### src/hdl/rled_pkg.sv
// shared constants for the resistor ladder encoder and button decoder
package rled_pkg;

    // item kinds carried on s_tuser
    localparam logic CMD_SAMPLE = 1'b0;
    localparam logic CMD_READ   = 1'b1;

    // configuration register indexes
    localparam int CFG_INDEX_W = 2;
    localparam logic [CFG_INDEX_W-1:0] CFG_LEVELS_LOW  = 2'd0;
    localparam logic [CFG_INDEX_W-1:0] CFG_LEVELS_HIGH = 2'd1;
    localparam logic [CFG_INDEX_W-1:0] CFG_DEBOUNCE    = 2'd2;
    localparam logic [CFG_INDEX_W-1:0] CFG_LONG_PRESS  = 2'd3;

    localparam int LEVELS_REG_W = 48;
    localparam int MS_REG_W     = 16;
    localparam int CFG_DATA_W   = 48;

    localparam logic [LEVELS_REG_W-1:0] LEVELS_LOW_RESET  = 48'd160148933402624;
    localparam logic [LEVELS_REG_W-1:0] LEVELS_HIGH_RESET = 48'd210055889414636;
    localparam logic [MS_REG_W-1:0]     DEBOUNCE_RESET    = 16'd20;
    localparam logic [MS_REG_W-1:0]     LONG_PRESS_RESET  = 16'd1000;

    localparam int ADC_BITS_DEFAULT = 12;
    localparam int NUM_LEVELS       = 8;
    localparam int LANES_PER_REG    = 4;
    localparam int CODE_W           = 3;

    localparam int TIME_W  = 32;
    localparam int COUNT_W = 32;
    localparam int HIST_W  = 12;

    // code history pattern matching
    localparam logic [HIST_W-1:0] PATTERN_MASK  = 12'hF0F;
    localparam logic [HIST_W-1:0] PATTERN_VALUE = 12'h300;
    localparam logic [HIST_W-1:0] MIDDLE_MASK   = 12'h0F0;
    localparam logic [HIST_W-1:0] MIDDLE_UP     = 12'h010;

    // result tdata: count, delta, pressed, short, long, padded to bytes
    localparam int M_FIELDS_W = 2 * COUNT_W + 3;
    localparam int M_DATA_W   = ((M_FIELDS_W + 7) / 8) * 8;

endpackage

### src/hdl/resistor_ladder_encoder_decoder_top.sv
// resistor ladder rotary encoder and push button decoder, single pass datapath
//
// Usage: s_ items are either ADC samples (s_tuser = 0) carrying a 12-bit
// reading and a millisecond timestamp, or status reads (s_tuser = 1). Each
// sample is matched to the nearest of eight programmed ladder levels; the
// code counts only once two samples in a row agree. Bit 2 of the code is the
// button, debounced by time, with a long press flagged after the hold time
// and a short press flagged on a release without a long press. Bits 1:0
// drive the detent counter while the button is up. Every item yields exactly
// one m_ item carrying the count; a read also returns the move since the
// previous read and clears the pending press flags.
// An accepted item is held in the input register, then its result in the
// result register, which drives m_tvalid; one item is accepted per cycle
// while the result register is free, set by the single level-match and
// state-update pass between the two registers.
// The cfg_ port writes the level and timing registers at any edge with
// cfg_we high. aresetn (synchronous, active low) restores register defaults
// and clears all decoder state. While m_tvalid is high and m_tready is low,
// the result register holds, the input register fills, then s_tready drops.
module resistor_ladder_encoder_decoder_top #(
    parameter int ADC_BITS = rled_pkg::ADC_BITS_DEFAULT,
    localparam int S_DATA_W = ((ADC_BITS + rled_pkg::TIME_W + 7) / 8) * 8
) (
    input  logic                                aclk,
    input  logic                                aresetn,
    // configuration write port
    input  logic                                cfg_we,
    input  logic [rled_pkg::CFG_INDEX_W-1:0]    cfg_index,
    input  logic [rled_pkg::CFG_DATA_W-1:0]     cfg_wdata,
    // input items
    input  logic                                s_tvalid,
    output logic                                s_tready,
    input  logic [S_DATA_W-1:0]                 s_tdata,  // adc_sample, time_ms, zero pad
    input  logic                                s_tuser,  // cmd
    // result items
    output logic                                m_tvalid,
    input  logic                                m_tready,
    output logic [rled_pkg::M_DATA_W-1:0]       m_tdata   // position_count, move_delta,
                                                          // pressed, short_seen, long_seen, pad
);

    localparam int TW = rled_pkg::TIME_W;
    localparam int CW = rled_pkg::COUNT_W;
    localparam int HW = rled_pkg::HIST_W;
    localparam int LW = rled_pkg::LEVELS_REG_W;
    localparam int EXT_W = LW + rled_pkg::LANES_PER_REG * ADC_BITS;

    typedef enum logic [1:0] {
        LONG_IDLE,
        LONG_PENDING,
        LONG_DONE
    } long_state_t;

    // configuration registers
    logic [LW-1:0]                   levels_low_reg;
    logic [LW-1:0]                   levels_high_reg;
    logic [rled_pkg::MS_REG_W-1:0]   debounce_reg;
    logic [rled_pkg::MS_REG_W-1:0]   long_press_reg;

    // input register
    logic                  in_valid_reg;
    logic                  cmd_reg;
    logic [ADC_BITS-1:0]   sample_reg;
    logic [TW-1:0]         time_ms_reg;

    // decoder state
    logic [rled_pkg::CODE_W-1:0] prev_code_reg, prev_code_next;
    logic                        raw_button_reg, raw_button_next;
    logic                        stable_button_reg, stable_button_next;
    logic [TW-1:0]               change_stamp_reg, change_stamp_next;
    logic [TW-1:0]               press_stamp_reg, press_stamp_next;
    long_state_t                 long_state_reg, long_state_next;
    logic                        short_pending_reg, short_pending_next;
    logic [HW-1:0]               code_history_reg, code_history_next;
    logic [CW-1:0]               detent_count_reg, detent_count_next;
    logic [CW-1:0]               count_at_read_reg, count_at_read_next;

    // result register
    logic                  m_valid_reg;
    logic [CW-1:0]         out_count_reg;
    logic [CW-1:0]         out_delta_reg, out_delta_next;
    logic                  out_pressed_reg;
    logic                  out_short_reg, out_short_next;
    logic                  out_long_reg, out_long_next;

    logic out_free;
    logic advance;

    assign out_free = !m_valid_reg || m_tready;
    assign advance  = in_valid_reg && out_free;
    assign s_tready = !in_valid_reg || out_free;

    // level lanes, bits past the register read as zero
    logic [EXT_W-1:0]    low_ext;
    logic [EXT_W-1:0]    high_ext;
    logic [ADC_BITS-1:0] level [rled_pkg::NUM_LEVELS];

    assign low_ext  = {{(EXT_W - LW){1'b0}}, levels_low_reg};
    assign high_ext = {{(EXT_W - LW){1'b0}}, levels_high_reg};

    for (genvar g = 0; g < rled_pkg::NUM_LEVELS; g++) begin : g_level
        if (g < rled_pkg::LANES_PER_REG) begin : g_low
            assign level[g] = low_ext[(g % rled_pkg::LANES_PER_REG) * ADC_BITS +: ADC_BITS];
        end else begin : g_high
            assign level[g] = high_ext[(g % rled_pkg::LANES_PER_REG) * ADC_BITS +: ADC_BITS];
        end
    end

    // nearest level, first minimum wins on a tie
    logic [rled_pkg::CODE_W-1:0] code;
    always_comb begin
        logic [ADC_BITS-1:0] lvl_diff;
        logic [ADC_BITS-1:0] best_diff;
        code      = '0;
        best_diff = '0;
        for (int i = 0; i < rled_pkg::NUM_LEVELS; i++) begin
            lvl_diff = (level[i] > sample_reg) ? level[i] - sample_reg
                                               : sample_reg - level[i];
            if (i == 0 || lvl_diff < best_diff) begin
                best_diff = lvl_diff;
                code      = rled_pkg::CODE_W'(i);
            end
        end
    end

    // elapsed times since the stamps, as signed 32-bit
    logic [TW-1:0] since_change;
    logic [TW-1:0] since_press;
    logic          debounce_done;
    logic          hold_long;

    assign since_change  = time_ms_reg - change_stamp_reg;
    assign since_press   = time_ms_reg - press_stamp_reg;
    assign debounce_done = !since_change[TW-1] && (since_change >= {16'd0, debounce_reg});
    assign hold_long     = !since_press[TW-1] && (since_press > {16'd0, long_press_reg});

    always_comb begin
        logic [HW-1:0] hist_shift;
        prev_code_next     = prev_code_reg;
        raw_button_next    = raw_button_reg;
        stable_button_next = stable_button_reg;
        change_stamp_next  = change_stamp_reg;
        press_stamp_next   = press_stamp_reg;
        long_state_next    = long_state_reg;
        short_pending_next = short_pending_reg;
        code_history_next  = code_history_reg;
        detent_count_next  = detent_count_reg;
        count_at_read_next = count_at_read_reg;
        out_delta_next     = '0;
        out_short_next     = 1'b0;
        out_long_next      = 1'b0;
        hist_shift         = {code_history_reg[HW-5:0], 2'b00, code[1:0]};

        if (cmd_reg == rled_pkg::CMD_SAMPLE) begin
            if (prev_code_reg != code) begin
                prev_code_next = code;
            end else begin
                // button path
                if (raw_button_reg != code[2]) begin
                    raw_button_next   = code[2];
                    change_stamp_next = time_ms_reg;
                    press_stamp_next  = time_ms_reg;
                end else if (debounce_done) begin
                    if (stable_button_reg != raw_button_reg) begin
                        stable_button_next = raw_button_reg;
                        if (raw_button_reg) begin
                            long_state_next = LONG_IDLE;
                        end else if (long_state_reg == LONG_IDLE) begin
                            short_pending_next = 1'b1;
                        end
                    end
                    if (stable_button_next && hold_long && long_state_next == LONG_IDLE) begin
                        long_state_next = LONG_PENDING;
                    end
                end
                // rotation path, only with the button up
                if (!code[2] && code_history_reg[1:0] != code[1:0]) begin
                    code_history_next = hist_shift;
                    if ((hist_shift & rled_pkg::PATTERN_MASK) == rled_pkg::PATTERN_VALUE) begin
                        if ((hist_shift & rled_pkg::MIDDLE_MASK) == rled_pkg::MIDDLE_UP) begin
                            detent_count_next = detent_count_reg + CW'(1);
                        end else begin
                            detent_count_next = detent_count_reg - CW'(1);
                        end
                    end
                end
            end
        end else begin
            out_delta_next     = detent_count_reg - count_at_read_reg;
            count_at_read_next = detent_count_reg;
            out_short_next     = short_pending_reg;
            out_long_next      = (long_state_reg == LONG_PENDING);
            if (short_pending_reg || long_state_reg == LONG_PENDING) begin
                short_pending_next = 1'b0;
                long_state_next    = LONG_DONE;
            end
        end
    end

    always_ff @(posedge aclk) begin
        if (!aresetn) begin
            levels_low_reg  <= rled_pkg::LEVELS_LOW_RESET;
            levels_high_reg <= rled_pkg::LEVELS_HIGH_RESET;
            debounce_reg    <= rled_pkg::DEBOUNCE_RESET;
            long_press_reg  <= rled_pkg::LONG_PRESS_RESET;
        end else if (cfg_we) begin
            case (cfg_index)
                rled_pkg::CFG_LEVELS_LOW:  levels_low_reg  <= cfg_wdata[LW-1:0];
                rled_pkg::CFG_LEVELS_HIGH: levels_high_reg <= cfg_wdata[LW-1:0];
                rled_pkg::CFG_DEBOUNCE:    debounce_reg    <= cfg_wdata[rled_pkg::MS_REG_W-1:0];
                rled_pkg::CFG_LONG_PRESS:  long_press_reg  <= cfg_wdata[rled_pkg::MS_REG_W-1:0];
                default: ;
            endcase
        end
    end

    always_ff @(posedge aclk) begin
        if (!aresetn) begin
            in_valid_reg <= 1'b0;
        end else if (s_tready) begin
            in_valid_reg <= s_tvalid;
        end
    end

    always_ff @(posedge aclk) begin
        if (s_tvalid && s_tready) begin
            cmd_reg     <= s_tuser;
            sample_reg  <= s_tdata[ADC_BITS-1:0];
            time_ms_reg <= s_tdata[ADC_BITS +: TW];
        end
    end

    always_ff @(posedge aclk) begin
        if (!aresetn) begin
            prev_code_reg     <= '0;
            raw_button_reg    <= 1'b0;
            stable_button_reg <= 1'b0;
            change_stamp_reg  <= '0;
            press_stamp_reg   <= '0;
            long_state_reg    <= LONG_IDLE;
            short_pending_reg <= 1'b0;
            code_history_reg  <= '0;
            detent_count_reg  <= '0;
            count_at_read_reg <= '0;
            m_valid_reg       <= 1'b0;
            out_count_reg     <= '0;
            out_delta_reg     <= '0;
            out_pressed_reg   <= 1'b0;
            out_short_reg     <= 1'b0;
            out_long_reg      <= 1'b0;
        end else begin
            if (advance) begin
                prev_code_reg     <= prev_code_next;
                raw_button_reg    <= raw_button_next;
                stable_button_reg <= stable_button_next;
                change_stamp_reg  <= change_stamp_next;
                press_stamp_reg   <= press_stamp_next;
                long_state_reg    <= long_state_next;
                short_pending_reg <= short_pending_next;
                code_history_reg  <= code_history_next;
                detent_count_reg  <= detent_count_next;
                count_at_read_reg <= count_at_read_next;
                m_valid_reg       <= 1'b1;
                out_count_reg     <= detent_count_next;
                out_delta_reg     <= out_delta_next;
                out_pressed_reg   <= stable_button_next;
                out_short_reg     <= out_short_next;
                out_long_reg      <= out_long_next;
            end else if (m_tready) begin
                m_valid_reg <= 1'b0;
            end
        end
    end

    assign m_tvalid = m_valid_reg;
    assign m_tdata  = {{(rled_pkg::M_DATA_W - rled_pkg::M_FIELDS_W){1'b0}},
                       out_long_reg, out_short_reg, out_pressed_reg,
                       out_delta_reg, out_count_reg};

endmodule
### config.mk
export PLATFORM = sky130hd
export DESIGN_NAME = resistor_ladder_encoder_decoder_top
export DESIGN_NICKNAME = d
export VERILOG_FILES = /design/src/hdl/rled_pkg.sv /design/src/hdl/resistor_ladder_encoder_decoder_top.sv
export SDC_FILE = /design/constraint.sdc
export NUM_CORES = 1
export LEC_CHECK = 0
export BUFFER_PORTS_ARGS = -buffer_cell sky130_fd_sc_hd__buf_2
export CAP_MARGIN = 30
export CORE_MARGIN = 5
export CORE_UTILIZATION = 57
export DETAILED_ROUTE_END_ITERATION = 10
export PLACE_DENSITY = 0.85
export SLEW_MARGIN = 10
export SYNTH_ARGS = -nofsm -noshare
export SYNTH_HDL_FRONTEND = slang
export SYNTH_SLANG_ARGS = --single-unit
export TNS_END_PERCENT = 50
### constraint.sdc
create_clock -name aclk -period 18 [get_ports aclk]
set_clock_uncertainty 0.2 [all_clocks]
set_input_delay 3.6 -clock aclk [delete_from_list [all_inputs] [get_ports aclk]]
set_output_delay 3.6 -clock aclk [all_outputs]
set_load 0.005 [all_outputs]
==> results.txt <==
Congestion Overflow GR: 0
Share of post-route cells with drive strength above 1: 12.8%
Power Dens Cells: 160 mW/mm2
Synthesis warning total: 0
Yosys reg bits: 317
Critical Path AT: 17700 ps
Max Slew Vio Count: 0
# IOs: 178
Switching part of the total: 44.8%
Max cap viols: 0
R2r setup slk: 520 ps
GR peak layer: met2
Hold crit path type: flip-flop to flip-flop
Outcome: complete, no violations
Seq pwr share: 15.2%
Number of global-route vias before repair: 25000
Kind of critical path: flip-flop to flip-flop
CTS hold repair buffers: 0
Final Hold Fails: 0
Die width: 229 um
Post-placement setup slack: 673 ps
GRT met2 Usage: 48.0%
Skew-Pair Late Insertion Delay: 570 ps
Min Hold Slack: 251 ps
Reg clk slew, reported paths: 60 ps
Starting density of the core: 57.5%
Mapped Area: 0.0274 mm2
WL per Instance: 19.3 um
FMAX: 0.0572 GHz
Vias post-DR: 26200
Area delta synth->final: 13.6%
CP peak stage delay: 490 ps
CP startpoint: sample_reg[2]$_DFFE_PP_
Core ar.: 0.0476 mm2
IR drop worst, VDD: 255 uV
Worst Setup End Kind: flip-flop
Final worst-path cycle share: 97.1%
Net load switching power: 2.23 mW
Sequential area share after synthesis: 24.8%
CP required: 18220 ps
Pleak: 13.9 nW
Initial DRC count: 2481
Mean Syn Cell Area: 7.96 um2
Port Buffers: 168
DRC viols: 0
Met3 Use GR: 6.40%
Min cycle time layout: 17480 ps
Final Util: 65.3%
Clock sink count: 317
Count of flip-flops with a built-in enable after synthesis: 45
Largest net degree at the start of global routing: 114
CP endpoint: press_stamp_reg[7]$_SDFFE_PN0P_
Post-DP HPWL: 61700 um
CTS H-tree lvls: 2
Final setup viols: 0
Drt via density: 6.09
Primary FF master, synth: dfxtp_1
Worst Tran Pin Value: 1010 ps
Final Instance Area: 0.0311 mm2
Setup ws final: 521 ps
Cell mode on critical path: buf_4
Worst r2r dst: press_stamp_reg[7]$_SDFFE_PN0P_
Die area: 0.0525 mm2
Slew headroom: 32.4%
Placed cell area: 0.0294 mm2
Clock root buffer: clkbuf_16
Clock buffer count from CTS: 39
Initial antenna violation count: 8
Overall Global Routing Usage: 30.2%
Clock buffer depth: 3
Final WL: 83300 um
Unique masters post-synth: 90
Clock share of power: 16.9%
Slowest-stage cell, CP: edfxtp_1
Remaining antenna violation count after routing: 0
Drt pass-1 iters: 6
Power, Total: 4.99 mW
Row cnt: 80
Combinational power share: 67.9%
FFs w/ async S/R, synth: 0%
Worst R2R Path Depth: 86
Power Internal: 2.75 mW
Met1 Track Usage GR: 38.7%
Post-layout nets: 4166
Syn Inst Count: 3439
Gp weighted congestion: 1.06
CP Max Fanout: 17
First-pass GRT wire length: 130000 um
CTS tree: done
CP Launch Type: flip-flop
Worst r2r src: sample_reg[2]$_DFFE_PP_
DIE HEIGHT: 229 um
Hold path depth: 2
## routing by layer
layer / vias up / routed length [um] / part of all wire (%)
met4: 10 / 4960 / 6.0
met3: 290 / 7650 / 9.2
li1: 12600 / - / -
met1: 12300 / 34000 / 41
met5: - / 66 / 0.079
met2: 1041 / 36600 / 44
## Yosys cell counts (all sizes together) (31+ instances only)
library cell  instances  area (um2)
nand2               460        1730
ha                  387        4840
a21oi               337        1690
inv                 313        1170
dfxtp               272        5450
nor2                208         783
o21ai               148         752
a21o                142        1070
clkbuf              109         409
mux2i               103        1030
xnor2                89         780
nand3                86         430
o211ai               64         480
xor2                 53         464
nor3                 46         230
edfxtp               45        1350
o21a                 40         300
a211oi               34         273
nand4                34         213
nor2b                31         194
## through the flow
step / TNS (ps) / instances
floorplan: 0 / 3443
global placement: 0 / 4212
detailed placement: 0 / 4213
CTS: 0 / 4285
global route: -5560 / 4302
finish: 0 / 4305
## logic make-up (layout without fill, tap and decap cells)
| logic type | Yosys count | after routing | synth area share [%] |
|---|---|---|---|
| fa+ha+maj | 406 | 406 | 19.1 |
| flops | 317 | 317 | 24.8 |
| other cells | 1 | 8 | 0.0137 |
| xor+xnor | 142 | 142 | 4.54 |
| buf+inv | 442 | 686 | 6.26 |
| simple gates | 1002 | 1002 | 16.3 |
| mux | 131 | 131 | 4.92 |
| compound gates | 998 | 998 | 24.1 |
## worst min path at each step
| stage | start | endpoint | slack (ps) |
|---|---|---|---|
| 6_report | debounce_reg[5]$_SDFFE_PN0P_ | debounce_reg[5]$_SDFFE_PN0P_ | 250 |
| 5_1_grt | debounce_reg[15]$_SDFFE_PN0P_ | debounce_reg[15]$_SDFFE_PN0P_ | 270 |
| 4_1_cts | debounce_reg[15]$_SDFFE_PN0P_ | debounce_reg[15]$_SDFFE_PN0P_ | 260 |
| 3_5_place_dp | long_press_reg[10]$_SDFFE_PN0P_ | long_press_reg[10]$_SDFFE_PN0P_ | 250 |
| 3_3_place_gp | out_delta_reg[0]$_SDFFE_PN0P_ | out_delta_reg[0]$_SDFFE_PN0P_ | 240 |
| 2_1_floorplan | out_short_reg$_SDFFE_PN0P_ | out_short_reg$_SDFFE_PN0P_ | 230 |
## power groups by stage
stage	logic, mW	clock network (mW)	registers (mW)
2_1_floorplan	2.04	0	0.767
3_3_place_gp	3.11	0	0.772
3_5_place_dp	3.15	0	0.773
4_1_cts	3.18	0.853	0.758
5_1_grt	3.68	0.887	0.759
6_report	3.39	0.842	0.758
## placed cells by master (no fill, tap or decap), types with 40 or more instances in the layout
master / netlist / routed
o21ai_0: 142 / 142
nor3_1: 46 / 45
xor2_1: 53 / 52
buf_2: 2 / 167
nand3_1: 86 / 86
o21a_1: 40 / 40
buf_4: 8 / 129
mux2i_1: 103 / 101
nand2_1: 460 / 457
clkbuf_16: 0 / 42
nor2_1: 207 / 202
a21oi_1: 337 / 335
ha_1: 387 / 384
edfxtp_1: 45 / 45
xnor2_1: 89 / 87
o211ai_1: 64 / 64
a21o_1: 142 / 142
inv_1: 312 / 309
dfxtp_1: 272 / 272
## layout make-up
type	instances	area, um2
Antenna cell	3	7.51
Clock buffer	53	1120
Clock inverter	19	268
Fill cell	3945	16500
Inverter	313	1190
Multi-Input combinational cell	2684	19000
Sequential cell	317	6800
Tap cell	615	769
Timing Repair Buffer	301	1910
## critical path, delay by kind of cell (launching register included)
family / cells / cell delay, ps
AOI/OAI and AO/OA: 33 / 6840
adders and majority gates: 8 / 2280
muxes: 5 / 1280
buffers and inverters: 17 / 2580
and+or+nand+nor: 22 / 3400
xor gates and xnor gates: 1 / 200
DFF: 1 / 490
## repair_timing
| action | 4_1_cts | 5_1_grt |
|---|---|---|
| endpoints found under the setup margin | 0 | 76 |
| gates resized for setup | 0 | 37 |
| setup buffers | 0 | 16 |
(Power assumes the default switching activity.)
